## src/rtl/pkvs_pkg.sv

```systemverilog
// Shared types, codes and default sizes for the paged key/value record store.
// No dependencies; other files refer to this package by scoped names.
`default_nettype none
package pkvs_pkg;

  localparam int unsigned ENTRIES_DEF = 16;
  localparam int unsigned PAGES_DEF   = 256;

  localparam logic [2:0] FN_ALLOC = 3'd0;
  localparam logic [2:0] FN_PUT   = 3'd1;
  localparam logic [2:0] FN_GET   = 3'd2;
  localparam logic [2:0] FN_DUMP  = 3'd3;
  localparam logic [2:0] FN_SPLIT = 3'd4;

  localparam logic [2:0] STAT_OK        = 3'd0;
  localparam logic [2:0] STAT_FULL      = 3'd1;
  localparam logic [2:0] STAT_NOT_FOUND = 3'd2;
  localparam logic [2:0] STAT_BAD_PAGE  = 3'd3;
  localparam logic [2:0] STAT_NO_FREE   = 3'd4;
  localparam logic [2:0] STAT_EMPTY     = 3'd5;

  typedef enum logic [2:0] {
    ST_IDLE,
    ST_FILL,
    ST_RD,
    ST_CHK,
    ST_SPLIT_FIN,
    ST_OUT
  } state_t;

  // Results of the shared key comparator.
  typedef struct packed {
    logic eq0;
    logic lt0;
    logic lt1;
  } cmp_res_t;

endpackage
`default_nettype wire

```

## src/rtl/pkvs_cmp.sv

```systemverilog
// Shared 64-bit key comparator used by every scan of the sequencer.
// Depends on pkvs_pkg for its result struct.
`default_nettype none
module pkvs_cmp (
  input  wire logic [63:0] cand,
  input  wire logic [63:0] ref0,
  input  wire logic [63:0] ref1,
  output pkvs_pkg::cmp_res_t res
);
  assign res.eq0 = (cand == ref0);
  assign res.lt0 = (cand < ref0);
  assign res.lt1 = (cand < ref1);
endmodule
`default_nettype wire

```

## config.mk

```make
export PLATFORM = sky130hd
export DESIGN_NAME = pkvs_cmp
export DESIGN_NICKNAME = d
export VERILOG_FILES = /design/src/rtl/pkvs_pkg.sv /design/src/rtl/pkvs_cmp.sv
export SDC_FILE = /design/constraint.sdc
export NUM_CORES = 1
export LEC_CHECK = 0
export BUFFER_PORTS_ARGS = -buffer_cell sky130_fd_sc_hd__buf_2
export CAP_MARGIN = 10
export CORE_UTILIZATION = 40
export DETAILED_ROUTE_END_ITERATION = 7
export PLACE_DENSITY = 0.75
export SLEW_MARGIN = 40
export SYNTH_ARGS = -nofsm -noshare
export SYNTH_HDL_FRONTEND = slang
export SYNTH_SLANG_ARGS = --single-unit
```

## constraint.sdc

```tcl
create_clock -name vclk -period 6.2
set_input_delay 1.24 -clock vclk [all_inputs]
set_output_delay 1.24 -clock vclk [all_outputs]
set_load 0.01 [all_outputs]
```

==> results.cfg <==
[power]
ir_worst_vdd_mv = 0.02586
finalPower_w = 0.0002585
pwr_density_cell_nw_per_um2 = 59.49
power_leakage_nw = 2.813

[floorplanning]
io-pin-count = 195
fp.dieW_um = 92.01
rows = 32
initial_core_util_pct = 41.72
coreArea_um2 = 7767
dieArea_um2 = 8466
die_h_um = 92.01

[placed_design]
gp_congestion = 0.8812
dp_hpwl_mm = 8.933
post-place-ws_ns = 1.651
port_buffers = 195

[finish]
antenna_cells = 0
layout-drive-gt1-share_pct = 31.49
seq_cells = 0
syn_to_final_growth_pct = 34.05
area.sequential_um2 = 0
clockBufferCount = 0
fin_util_pct = 55.93
layout.nets = 972

[timing]
period_share_pct = 72.36
min_period_ns = 4.486
fin_tns_setup_ns = 0
drv_slew = 0
setup_violations = 0
fmax_mhz = 222.9
slew_headroom_pct = 72.31
worstMarginPinSlew_ns = 0.4099
rsz0062_at_grt = no
timing.final.ws_setup_ns = 1.714
hold_viol_final = 0

[grt]
antenna_found_initial = 0
grt_max_degree = 5
groute.usage.overall_pct = 21.88
grt_overflow = 0
grt_pass1_wl_mm = 15.62
grt_pass1_vias = 3939

[worst_setup_path]
startpoint = cand[51]
crit_fanout = 3
cp-endpoint = res[0]
endpoint_kind = output port
worst_ep_required_time_ns = 4.96
crit_type = primary input to output port
cp-start-kind = primary input
cp.arrival_ns = 3.25

[clock_network]
post_cts_buffers = 0
cts_hold_buffers = 0
cts_resized = 0

[route]
dr.pass1.iters = 4
wl_mm = 9.360
wl_per_cell_um = 12.43
detail_route.vias_per_cell = 5.012
drtIter0Drc = 51
drc = 0
ant_nets = 0
vias = 3774

[synthesis]
synth_fp_nets = 775
synth-seq-area-share_pct = 0
syn_area_per_cell_um2 = 7.107
syn_inst = 456
yosysUniqueCellTypes = 41
synth_commonest_cells = 129 x inv_1, 127 x ha_1, 49 x a21oi_1
yosys_warnings = 0
netlist_area_um2 = 3241
synth.most_common_cell = inv_1
ys_top_cells_by_area = ha_1 49%, inv_1 15%, a21oi_1 7.6%
netlist.area_leader.share_pct = 49.03
synth.largest_area_cell = ha_1

[hold_path]
hp-class = primary input to output port

[flow_run]
drv_cap = 0

[outcome]
status = finished clean
## worst min-delay path by stage
stage | start | endpoint | slack (ns) | cells past startpoint
finish | cand[63] | res[1] | 3.03 | 5
floorplan | cand[63] | res[1] | 2.79 | 3
global route | cand[63] | res[1] | 3.07 | 5
detailed placement | cand[63] | res[1] | 3.03 | 5
CTS | cand[63] | res[1] | 3.03 | 5
global placement | cand[63] | res[1] | 3.03 | 5
## cells by family after synthesis
kind of cell	share of synthesized area [%]
simple gates	18.80
compound gates	17.22
fa+ha+maj	49.03
buf+inv	14.94
## stage by stage
step / std cells / hold WS, ns / cell area (um2)
global placement: 753 / 3.028 / 4344
CTS: 753 / 3.032 / 4344
floorplan: 456 / 2.791 / 3241
detailed placement: 753 / 3.027 / 4344
finish: 753 / 3.027 / 4344
global route: 753 / 3.065 / 4344
## power breakdown
part           internal (W)  switching [W]
clock network             0              0
logic              0.000127       0.000132
registers                 0              0
total              0.000127       0.000132
## critical path, stage by stage
cell and delay [ns]:
buf_2 0.11, ha_1 0.30, nand4_1 0.14, nor4b_2 0.42
nand3_1 0.19, nor4b_1 0.34, o41ai_1 0.16, and4_1 0.19
buf_2 0.14
## cell type report
class	count	area, um2
inverters	129	484.2
repair buffers	195	975.9
multi-input cells	327	2756
well taps	102	127.6
fillers	753	3423
## cell usage in the layout (no fill, tap or decap), types with 2 or more instances in the layout
cell type	Yosys	final
o21ai_1	2	2
o21ai_0	12	12
inv_1	129	129
nor4_4	2	2
nand4_2	2	2
a21o_1	4	4
o211ai_1	4	4
nand3_1	14	14
nor2_1	17	17
and4_1	6	6
nand4_1	15	15
buf_2	0	195
nand2_1	35	35
nor3_1	4	4
a21oi_1	49	49
ha_1	127	127
a211oi_1	6	6
a221oi_1	4	4
## layer usage
layer | GRT usage [%] | vias to the layer above | wire [um]
met5 | 0 | - | 0
met2 | 45.15 | 117 | 4917
met3 | 1.907 | 8 | 511
met1 | 24.50 | 1678 | 3854
li1 | - | 1971 | -
met4 | 2.083 | 0 | 76
(Power assumes the default switching activity.)
